## config.mk

```make
export PLATFORM = sky130hd
export DESIGN_NAME = one_wire_bus_master
export DESIGN_NICKNAME = d
export VERILOG_FILES = /design/src/hw/rtl/owbm_pkg.sv /design/src/hw/rtl/one_wire_bus_master.sv /design/src/hw/rtl/owbm_front.sv /design/src/hw/rtl/owbm_engine.sv /design/src/hw/rtl/owbm_resq.sv
export SDC_FILE = /design/constraint.sdc
export NUM_CORES = 1
export LEC_CHECK = 0
export ABC_AREA = 1
export BUFFER_PORTS_ARGS = -buffer_cell sky130_fd_sc_hd__buf_2
export CAP_MARGIN = 30
export CORE_MARGIN = 2
export CORE_UTILIZATION = 40
export DETAILED_ROUTE_END_ITERATION = 10
export GPL_TIMING_DRIVEN = 0
export PLACE_DENSITY = 0.53
export SLEW_MARGIN = 20
export SYNTH_ARGS = -nofsm -noshare
export SYNTH_HDL_FRONTEND = slang
export SYNTH_HIERARCHICAL = 1
export SYNTH_SLANG_ARGS = --single-unit
```

## constraint.sdc

```tcl
create_clock -name clk -period 10.1 [get_ports clk]
set_input_delay 2.02 -clock clk [delete_from_list [all_inputs] [get_ports clk]]
set_output_delay 2.02 -clock clk [all_outputs]
set_load 0.01 [all_outputs]
```

## src/hw/rtl/owbm_pkg.sv

```systemverilog
package owbm_pkg;

    // command codes of a request
    localparam logic [2:0] CMD_TICK  = 3'd0;
    localparam logic [2:0] CMD_RESET = 3'd1;
    localparam logic [2:0] CMD_WRITE = 3'd2;
    localparam logic [2:0] CMD_READ  = 3'd3;
    localparam logic [2:0] CMD_BIT   = 3'd4;

    // configuration register indexes
    localparam logic [2:0] REG_RESET_LOW      = 3'd0;
    localparam logic [2:0] REG_PRESENCE_WAIT  = 3'd1;
    localparam logic [2:0] REG_RESET_TAIL     = 3'd2;
    localparam logic [2:0] REG_SLOT_START     = 3'd3;
    localparam logic [2:0] REG_WRITE_HOLD     = 3'd4;
    localparam logic [2:0] REG_SLOT_RECOVERY  = 3'd5;
    localparam logic [2:0] REG_READ_SAMPLE    = 3'd6;
    localparam logic [2:0] REG_READ_TAIL      = 3'd7;

    localparam int CFG_DATA_W = 10;

    // decoupling queues
    localparam int QUEUE_DEPTH = 2;
    localparam int QPTR_W      = $clog2(QUEUE_DEPTH);
    localparam int QCNT_W      = $clog2(QUEUE_DEPTH + 1);

    typedef struct packed {
        logic [2:0] command;
        logic [7:0] write_data;
        logic       line_level;
    } request_t;

    typedef struct packed {
        logic       drive_low;
        logic       drive_high;
        logic       busy_res;
        logic       done_res;
        logic       presence;
        logic [7:0] read_data;
    } result_t;

    // classified tick as it sits between front end and engine
    typedef struct packed {
        logic       start;
        logic [2:0] command;
        logic [7:0] write_data;
        logic       line_level;
    } item_t;

    typedef struct packed {
        logic [9:0] reset_low_time;
        logic [9:0] presence_sample_time;
        logic [9:0] reset_tail_time;
        logic [7:0] slot_start_time;
        logic [7:0] write_hold_time;
        logic [7:0] slot_recovery_time;
        logic [7:0] read_sample_time;
        logic [7:0] read_tail_time;
    } cfg_t;

endpackage

```

## src/hw/rtl/one_wire_bus_master.sv

```systemverilog
// 1-Wire bus master clocked by one-microsecond ticks. Every transfer on the
// request side is one tick of bus time: it carries the sampled line level and,
// when no command is running, an optional command (reset with presence detect,
// write byte, read byte, read single bit; codes 5..7 and commands given while
// busy act as plain ticks). Every tick yields exactly one result transfer with
// the line drive for that tick, busy/done flags, the latest presence sample
// and, on the done tick of a read, the received data (LSB first). A request
// goes through a two-entry queue to the timing engine, which retires one tick
// per clock into a two-entry result queue whenever that queue has room, so the
// block sustains one transfer per clock on both sides while results are
// popped. Slot and reset timings come from eight config registers
// written through cfg_we/cfg_index/cfg_data; write them only while idle.
module one_wire_bus_master #(
    parameter int BITS_PER_BYTE = 8
) (
    input  logic                                clk,
    input  logic                                rst_n,
    input  logic                                push,
    output logic                                full,
    input  owbm_pkg::request_t                  request,
    output logic                                empty,
    input  logic                                pop,
    output owbm_pkg::result_t                   result,
    input  logic                                cfg_we,
    input  logic [2:0]                          cfg_index,
    input  logic [owbm_pkg::CFG_DATA_W-1:0]     cfg_data
);
    import owbm_pkg::*;

    cfg_t     cfg_reg;
    logic     item_valid;
    item_t    item;
    logic     take;
    logic     res_ready;
    result_t  res;

    // config register file, reset to the standard-speed timings
    always_ff @(posedge clk or negedge rst_n)
    begin
        if (!rst_n)
        begin
            cfg_reg.reset_low_time       <= 10'd480;
            cfg_reg.presence_sample_time <= 10'd100;
            cfg_reg.reset_tail_time      <= 10'd380;
            cfg_reg.slot_start_time      <= 8'd2;
            cfg_reg.write_hold_time      <= 8'd58;
            cfg_reg.slot_recovery_time   <= 8'd1;
            cfg_reg.read_sample_time     <= 8'd10;
            cfg_reg.read_tail_time       <= 8'd49;
        end
        else if (cfg_we)
        begin
            case (cfg_index)
                REG_RESET_LOW:     cfg_reg.reset_low_time       <= cfg_data;
                REG_PRESENCE_WAIT: cfg_reg.presence_sample_time <= cfg_data;
                REG_RESET_TAIL:    cfg_reg.reset_tail_time      <= cfg_data;
                REG_SLOT_START:    cfg_reg.slot_start_time      <= cfg_data[7:0];
                REG_WRITE_HOLD:    cfg_reg.write_hold_time      <= cfg_data[7:0];
                REG_SLOT_RECOVERY: cfg_reg.slot_recovery_time   <= cfg_data[7:0];
                REG_READ_SAMPLE:   cfg_reg.read_sample_time     <= cfg_data[7:0];
                REG_READ_TAIL:     cfg_reg.read_tail_time       <= cfg_data[7:0];
                default:           cfg_reg <= cfg_reg;
            endcase
        end
    end

    // front end: classify the tick and queue it
    owbm_front u_front (
        .clk        (clk),
        .rst_n      (rst_n),
        .push       (push),
        .full       (full),
        .request    (request),
        .item_valid (item_valid),
        .item       (item),
        .take       (take)
    );

    // timing engine: one tick per clock whenever a tick is queued and the result queue has room
    owbm_engine #(
        .BITS_PER_BYTE (BITS_PER_BYTE)
    ) u_engine (
        .clk        (clk),
        .rst_n      (rst_n),
        .cfg        (cfg_reg),
        .item_valid (item_valid),
        .item       (item),
        .take       (take),
        .res_ready  (res_ready),
        .res        (res)
    );

    // result queue toward the consumer
    owbm_resq u_resq (
        .clk     (clk),
        .rst_n   (rst_n),
        .wr_en   (take),
        .wr_data (res),
        .ready   (res_ready),
        .empty   (empty),
        .pop     (pop),
        .result  (result)
    );

endmodule

```

## src/hw/rtl/owbm_front.sv

```systemverilog
module owbm_front (
    input  logic              clk,
    input  logic              rst_n,
    input  logic              push,
    output logic              full,
    input  owbm_pkg::request_t request,
    output logic              item_valid,
    output owbm_pkg::item_t   item,
    input  logic              take
);
    import owbm_pkg::*;

    item_t              mem [QUEUE_DEPTH];
    logic [QPTR_W-1:0]  wr_ptr_reg;
    logic [QPTR_W-1:0]  rd_ptr_reg;
    logic [QCNT_W-1:0]  count_reg;
    item_t              classified;
    logic               wr_en;

    // commands 5..7 behave as plain ticks
    always_comb
    begin
        classified.start      = request.command inside {[CMD_RESET:CMD_BIT]};
        classified.command    = request.command;
        classified.write_data = request.write_data;
        classified.line_level = request.line_level;
    end

    assign full       = (count_reg == QCNT_W'(QUEUE_DEPTH));
    assign wr_en      = push && !full;
    assign item_valid = (count_reg != '0);
    assign item       = mem[rd_ptr_reg];

    always_ff @(posedge clk)
    begin
        if (wr_en)
        begin
            mem[wr_ptr_reg] <= classified;
        end
    end

    always_ff @(posedge clk or negedge rst_n)
    begin
        if (!rst_n)
        begin
            wr_ptr_reg <= '0;
            rd_ptr_reg <= '0;
            count_reg  <= '0;
        end
        else
        begin
            if (wr_en)
            begin
                wr_ptr_reg <= (wr_ptr_reg == QPTR_W'(QUEUE_DEPTH - 1)) ? '0
                                                                         : wr_ptr_reg + QPTR_W'(1);
            end
            if (take)
            begin
                rd_ptr_reg <= (rd_ptr_reg == QPTR_W'(QUEUE_DEPTH - 1)) ? '0
                                                                         : rd_ptr_reg + QPTR_W'(1);
            end
            case ({wr_en, take})
                2'b10:   count_reg <= count_reg + QCNT_W'(1);
                2'b01:   count_reg <= count_reg - QCNT_W'(1);
                default: count_reg <= count_reg;
            endcase
        end
    end

endmodule

```

## src/hw/rtl/owbm_engine.sv

```systemverilog
module owbm_engine #(
    parameter int BITS_PER_BYTE = 8
) (
    input  logic              clk,
    input  logic              rst_n,
    input  owbm_pkg::cfg_t    cfg,
    input  logic              item_valid,
    input  owbm_pkg::item_t   item,
    output logic              take,
    input  logic              res_ready,
    output owbm_pkg::result_t res
);
    import owbm_pkg::*;

    typedef enum logic [3:0] {
        PH_IDLE,
        PH_RST_LOW,
        PH_RST_WAIT,
        PH_RST_TAIL,
        PH_W_START,
        PH_W_HOLD,
        PH_W_REC,
        PH_R_START,
        PH_R_WAIT,
        PH_R_TAIL
    } phase_t;

    phase_t      phase_reg,   phase_next;
    logic [9:0]  timer_reg,   timer_next;
    logic [3:0]  count_reg,   count_next;
    logic [7:0]  shift_reg,   shift_next;
    logic        pres_reg,    pres_next;
    logic [2:0]  pend_reg,    pend_next;

    phase_t      ph;
    logic [9:0]  len;
    logic        last;
    logic        slot_end;

    assign take = item_valid && res_ready;

    always_comb
    begin
        ph         = phase_reg;
        timer_next = timer_reg;
        count_next = count_reg;
        shift_next = shift_reg;
        pres_next  = pres_reg;
        pend_next  = pend_reg;
        phase_next = phase_reg;
        slot_end   = 1'b0;
        len        = 10'd1;
        last       = 1'b0;
        res        = '0;

        // command start: this tick is already the first tick of the first phase
        if (phase_reg == PH_IDLE && item.start)
        begin
            pend_next  = item.command;
            count_next = '0;
            timer_next = '0;
            shift_next = (item.command == CMD_WRITE) ? item.write_data : 8'd0;
            case (item.command)
                CMD_RESET: ph = PH_RST_LOW;
                CMD_WRITE: ph = PH_W_START;
                default:   ph = PH_R_START;
            endcase
        end
        phase_next = ph;

        case (ph)
            PH_RST_LOW:  len = (cfg.reset_low_time == '0) ? 10'd1 : cfg.reset_low_time;
            PH_RST_WAIT: len = (cfg.presence_sample_time == '0) ? 10'd1
                                                               : cfg.presence_sample_time;
            PH_RST_TAIL: len = cfg.reset_tail_time;
            PH_W_START,
            PH_R_START:  len = (cfg.slot_start_time == '0) ? 10'd1
                                                            : {2'b00, cfg.slot_start_time};
            PH_W_HOLD:   len = (cfg.write_hold_time == '0) ? 10'd1
                                                            : {2'b00, cfg.write_hold_time};
            PH_W_REC:    len = {2'b00, cfg.slot_recovery_time};
            PH_R_WAIT:   len = (cfg.read_sample_time == '0) ? 10'd1
                                                             : {2'b00, cfg.read_sample_time};
            PH_R_TAIL:   len = {2'b00, cfg.read_tail_time};
            default:     len = 10'd1;
        endcase

        if (ph != PH_IDLE)
        begin
            res.busy_res = 1'b1;
            case (ph)
                PH_RST_LOW,
                PH_W_START,
                PH_R_START: res.drive_low = 1'b1;
                PH_W_HOLD:
                begin
                    res.drive_high = shift_next[0];
                    res.drive_low  = !shift_next[0];
                end
                default: ;
            endcase

            last = ({1'b0, timer_next} + 11'd1) >= {1'b0, len};

            if (last)
            begin
                if (ph == PH_RST_WAIT)
                begin
                    pres_next = !item.line_level;
                end
                else if (ph == PH_R_WAIT)
                begin
                    if (pend_next == CMD_BIT)
                    begin
                        shift_next = {7'd0, item.line_level};
                    end
                    else
                    begin
                        shift_next = {item.line_level, shift_next[7:1]};
                    end
                end

                timer_next = '0;
                // zero-length tail or recovery phases are skipped here
                case (ph)
                    PH_RST_LOW:  phase_next = PH_RST_WAIT;
                    PH_RST_WAIT: phase_next = (cfg.reset_tail_time == '0) ? PH_IDLE
                                                                          : PH_RST_TAIL;
                    PH_W_START:  phase_next = PH_W_HOLD;
                    PH_W_HOLD:
                    begin
                        phase_next = PH_W_REC;
                        slot_end   = (cfg.slot_recovery_time == '0);
                    end
                    PH_W_REC:    slot_end = 1'b1;
                    PH_R_START:  phase_next = PH_R_WAIT;
                    PH_R_WAIT:
                    begin
                        phase_next = PH_R_TAIL;
                        slot_end   = (cfg.read_tail_time == '0);
                    end
                    PH_R_TAIL:   slot_end = 1'b1;
                    default:     phase_next = PH_IDLE;
                endcase

                if (slot_end)
                begin
                    count_next = count_next + 4'd1;
                    if (pend_next == CMD_WRITE)
                    begin
                        shift_next = {1'b0, shift_next[7:1]};
                    end
                    if (pend_next == CMD_BIT || pend_next == CMD_RESET ||
                        count_next >= 4'(BITS_PER_BYTE))
                    begin
                        phase_next = PH_IDLE;
                    end
                    else
                    begin
                        phase_next = (pend_next == CMD_WRITE) ? PH_W_START : PH_R_START;
                    end
                end

                if (phase_next == PH_IDLE)
                begin
                    res.done_res = 1'b1;
                    if (pend_next == CMD_READ || pend_next == CMD_BIT)
                    begin
                        res.read_data = shift_next;
                    end
                end
            end
            else
            begin
                timer_next = timer_next + 10'd1;
            end
        end

        res.presence = pres_next;
    end

    always_ff @(posedge clk or negedge rst_n)
    begin
        if (!rst_n)
        begin
            phase_reg <= PH_IDLE;
            timer_reg <= '0;
            count_reg <= '0;
            shift_reg <= '0;
            pres_reg  <= 1'b0;
            pend_reg  <= CMD_TICK;
        end
        else if (take)
        begin
            phase_reg <= phase_next;
            timer_reg <= timer_next;
            count_reg <= count_next;
            shift_reg <= shift_next;
            pres_reg  <= pres_next;
            pend_reg  <= pend_next;
        end
    end

endmodule

```

## src/hw/rtl/owbm_resq.sv

```systemverilog
module owbm_resq (
    input  logic              clk,
    input  logic              rst_n,
    input  logic              wr_en,
    input  owbm_pkg::result_t wr_data,
    output logic              ready,
    output logic              empty,
    input  logic              pop,
    output owbm_pkg::result_t result
);
    import owbm_pkg::*;

    result_t            mem [QUEUE_DEPTH];
    logic [QPTR_W-1:0]  wr_ptr_reg;
    logic [QPTR_W-1:0]  rd_ptr_reg;
    logic [QCNT_W-1:0]  count_reg;
    logic               rd_en;

    assign ready  = (count_reg != QCNT_W'(QUEUE_DEPTH));
    assign empty  = (count_reg == '0);
    assign rd_en  = pop && !empty;
    assign result = mem[rd_ptr_reg];

    always_ff @(posedge clk)
    begin
        if (wr_en)
        begin
            mem[wr_ptr_reg] <= wr_data;
        end
    end

    always_ff @(posedge clk or negedge rst_n)
    begin
        if (!rst_n)
        begin
            wr_ptr_reg <= '0;
            rd_ptr_reg <= '0;
            count_reg  <= '0;
        end
        else
        begin
            if (wr_en)
            begin
                wr_ptr_reg <= (wr_ptr_reg == QPTR_W'(QUEUE_DEPTH - 1)) ? '0
                                                                         : wr_ptr_reg + QPTR_W'(1);
            end
            if (rd_en)
            begin
                rd_ptr_reg <= (rd_ptr_reg == QPTR_W'(QUEUE_DEPTH - 1)) ? '0
                                                                         : rd_ptr_reg + QPTR_W'(1);
            end
            case ({wr_en, rd_en})
                2'b10:   count_reg <= count_reg + QCNT_W'(1);
                2'b01:   count_reg <= count_reg - QCNT_W'(1);
                default: count_reg <= count_reg;
            endcase
        end
    end

endmodule

```

# Word-level counts from Yosys, hierarchy flattened
# Memory sizes are Yosys's and may differ from the RTL's.
# Cells that the tools add are included.
# Widths: inputs -> output; s select.
# op_classes
n_mux	59
magnitude_cmp	4
n_addsub	11
eq_ne	28
reduce_logical	39
# op_table
operator	count
$mux 8	16
$pmux 10 s8	1
$mux 10	5
$mux 4	12
$logic_not 8->1	5
$logic_not 10->1	3
$pmux 4 s7	1
$eq 4x3->1 const B	4
$mux 1	16
$reduce_and 2->1	8
$eq 3x2->1 const B	5
$eq 3x3->1 const B	5
$add 10x1->11 const B	1
$ge 11x10->1	1
$add 10x1->10 const B	1
$eq 3x1->1 const B	3
$eq 4x2->1 const B	2
$eq 4x4->1 const B	2
$logic_not 4->1	2
$pmux 2 s2	2
$eq 2x2->1 const B	3
$pmux 3 s2	1
$reduce_bool 2->1	3
$logic_and 1x1->1	5
other kinds (21)	34
# word_totals
regBits	108
word_cells	163
inputBits	30
output_inout_bits	15
ram_bits	52
mem_count	2
# mem_list
name	depth	width	rd	rd_ports_with_merged_regs	write_ports	line_no	rtl
u_front.mem	2	13	1	0	1	owbm_front.sv:13	item_t mem [QUEUE_DEPTH];
u_resq.mem	2	13	1	0	1	owbm_resq.sv:13	result_t mem [QUEUE_DEPTH];

# Logic depth before layout (Yosys ltp)
# An unclocked memory read counts as a cell.
# depth
word_depth	17
mapped_depth	32

# By module
# Netlist, hierarchy kept.
# modules_own_cells
module	seq_area_each_um2	cells_each	area_each_um2	n_inst
owbm_engine	750.7	588	3614.7	1
one_wire_bus_master	1781.7	323	2849.0	1
owbm_front	880.8	97	1199.9	1
owbm_resq	880.8	97	1167.4	1

# Least setup slack after synthesis
# No wires, ideal clock.
# synth_timing
path_type	register to register
startpoint	reg u_front.rd_ptr_reg
endpoint	mem u_resq/mem[0][0] in the netlist's numbering, data pin
path_slack_ns	6.367
arrival_time_ns	3.476
required_time_ns	9.843
path_stages_with_launch	30
n_path_buf	5
path_cell_list	dfrtp_1 > buf_4 > buf_4 > nand2_1 > o21ai_1 > nand3_4 > buf_12 > buf_6 > buf_2 > nand2_1 > inv_1 > ha_1 > nand4_4 > nor2_4 > xor2_1 > ha_1 > nand2_1 > inv_1 > a21oi_1 > nand2_1 > nand2_1 > nand3_1 > nand2_1 > nand3_4 > nand2_4 > clkinv_2 > nand2_1 > nor2_2 > nand3_4 > nor2_2
# synth_rtl
element	line_no	rtl
start: declaration	owbm_front.sv:15	logic [QPTR_W-1:0] rd_ptr_reg;
start signal: assignment	owbm_front.sv:59	rd_ptr_reg <= (rd_ptr_reg == QPTR_W'(QUEUE_DEPTH - 1)) ? '0
end: declaration	owbm_resq.sv:13	

==> impl_metrics.toml <==
[synth]
ys_seq_elements = 160
ys_top_cells_by_area = "dfrtp_1, nand2_1, edfxtp_1"
synthFlopType = "dfrtp_1"
synthCells = 1105
synth_edf_count = 52
ys_warn_count = 6
avgSynthCellArea_um2 = 7.99
syn_area_um2 = 8830
syn_nets = 1149
synth.top_cell.area_share = 0.238
synth_area_leader_cell = "dfrtp_1"
ys_seq_area_frac = 0.486
yosysUniqueCellTypes = 49
synth-async-reset-ratio = 0.675

[power_and_ir_drop]
p_leak_nw = 4.86
power_density_nw_per_um2 = 333
peakVddDrop_mv = 0.137

[timing]
rsz0062_at_grt = "no"
slew_violations = 0
finalCriticalPeriod_ns = 4.79
fin_crit_sh = 0.474
worst_slew_pin_slew_ns = 0.887
hold_viol = 0
whs_ns = 0.466
fmax_mhz = 209
setup_viol = 0
setup_tns_ns = 0
relSlewSlack = 0.409
finClkSkew_ns = 0.00857

[finish]
nets = 1206
syn_to_final_growth_pct = 13.4
antenna_cells = 0
n_fill_cell = 2251
drive_gt1_frac = 0.163
largest_reg_flops = 70

[drt]
drt_pre_antenna_iters = 5
vias = 7274
drt-total-wl_um = 23500
routedWlPerCell_um = 16.2
ant_nets = 0
route.detailed.drc = 0
drt_iter0_drc = 556
via_per_inst = 5.00

[cts]
cts_tree = "built"
clockRootBuffer = "clkbuf_16"
post_cts_buffers = 0
hold_buffers = 0
cts_inserted_buffers = 17
cts.clk_slew.worst_paths_ns = 0.06
clock_latency_ns = 0.43
clock_path_buffers = 2
h-tree-depth = 4
cts_resized = 0
cts.sinks = 160

[critical_path]
worstSetupPathType = "register to register"
critical_path_arrival_ns = 4.97
setup.worst_path.start_class = "register"
critPathSlowestCell = "clkbuf_1"
critPathCaptureType = "register"
slowest_delay_ns = 0.46
cp.required_ns = 10.28
crit_top_cell = "nand2_1"
critPathMaxFanout = 10

[floorplan]
io_pins = 45
start_util = 0.406
chipWidth_um = 153
core_um2 = 21800
die_area_um2 = 23300
die_h_um = 153
rows = 54

[global_routing]
antenna_found_initial = 0
grt_pass1_wl_um = 38300
grt_overflow = 0
grt_pass1_vias = 6873
grt_max_degree = 58
track_usage = 0.209

[status]
status = "completed"

[placed_design]
portBuffers = 36
gp_congestion = 0.903
dp.final_hpwl_um = 17000

[job]
maxCapViolations = 0

[worst_hold_path]
hp-class = "register to register"
[critical path: cells and delay by family (launching register included)]
kind            cells  cell delay [ns]
fa+ha+maj           1             0.33
simple gates       18             2.02
compound gates      3             0.61
buf+inv             7             1.16
flops               1             0.37
[routing by layer]
layer | routed length (µm) | part of all wire | vias up | track usage
met2 | 10100 | 0.43 | 166 | 0.302
met1 | 12100 | 0.51 | 3396 | 0.322
met4 | 349 | 0.015 | 0 | 0.0608
met5 | 0 | 0 | - | 0
li1 | - | - | 3690 | -
met3 | 1020 | 0.044 | 22 | 0.0324
[cell usage in the layout, fill, tap and decap left out, types with 13 or more instances in the layout]
cell type and count:
edfxtp_1 52, buf_4 13, nand2_1 444, clkbuf_16 17, inv_1 96, nor2_1 55, o21ai_0 37, dfstp_2 24
nor2_2 20, a21oi_1 15, buf_2 49, ha_1 14, o21ai_1 19, dfrtp_1 84, nand4_1 19, nand3_1 74
[cells in the mapped netlist (6+ instances only)]
library cell  count
a21oi_1          15
a22oi_1           7
nand4_1          19
nor2_2           19
o22ai_1           7
inv_1            96
buf_4            12
dfstp_2          24
and2_1            8
nand2_1         444
nand2_2          10
dfrtp_1          84
nor4_1            7
nand2_4           6
o21ai_1          19
nand3_1          74
nor3_1            7
clkbuf_1          7
nor2_4            9
edfxtp_1         52
buf_2            14
ha_1             14
xor2_1           10
inv_2             9
nor2_1           56
o21ai_0          37
[power by group]
group	switching (mW)	leakage, nW	internal [mW]
Combinational	1.11	2.76	0.530
Clock	0.282	0.297	0.395
Sequential	0.109	1.81	0.911
[cell families after synthesis]
family                     Yosys count  share of synthesized area
xor gates and xnor gates            14                     0.0139
adders and majority gates           14                     0.0198
and+or+nand+nor                    671                      0.339
buffers and inverters              144                     0.0730
AOI/OAI and AO/OA                  102                     0.0684
DFF                                160                      0.486
[final cells by class]
class / count / area [µm²] / area share
sequential: 160 / 4290 / 0.429
multi-input combinational: 801 / 3890 / 0.389
clock buffer: 18 / 429 / 0.0428
inverter: 107 / 404 / 0.0403
tap: 280 / 350 / 0.0350
buffer: 37 / 240 / 0.0240
timing repair buffer: 38 / 221 / 0.0221
clock inverter: 14 / 181 / 0.0181
[through the flow]
stage / setup WS [ns] / utilization / instance area, µm² / power, mW / std cells
after floorplan: 6.37 / - / 8830 / 2.20 / 1105
after global placement: 5.37 / 0.430 / 9360 / 2.64 / 1421
after detailed placement: 5.37 / 0.432 / 9410 / 2.66 / 1423
after CTS: 5.32 / 0.460 / 10000 / 3.35 / 1455
after global routing: 4.96 / 0.460 / 10000 / 3.61 / 1455
final: 5.31 / 0.460 / 10000 / 3.33 / 1455
[worst paths after layout]
check                                                     from                        endpoint  slack (ns)  cells after the start
worst max-delay path            u_front/rd_ptr_reg$_DFFE_PN0P_      u_resq/mem[1][4]$_DFFE_PP_        5.31                     29
worst min-delay path                    cfg_reg[5]$_DFFE_PN1P_          cfg_reg[5]$_DFFE_PN1P_        0.47                      2
worst max register to register  u_front/rd_ptr_reg$_DFFE_PN0P_      u_resq/mem[1][4]$_DFFE_PP_        5.31                     29
worst min register to register          cfg_reg[5]$_DFFE_PN1P_          cfg_reg[5]$_DFFE_PN1P_        0.47                      2
max in group asynchronous                                rst_n         cfg_reg[65]$_DFFE_PN1P_        7.82                      2
min in group asynchronous                                rst_n  u_front/wr_ptr_reg$_DFFE_PN0P_        1.53                      1
(Power assumes the default switching activity.)
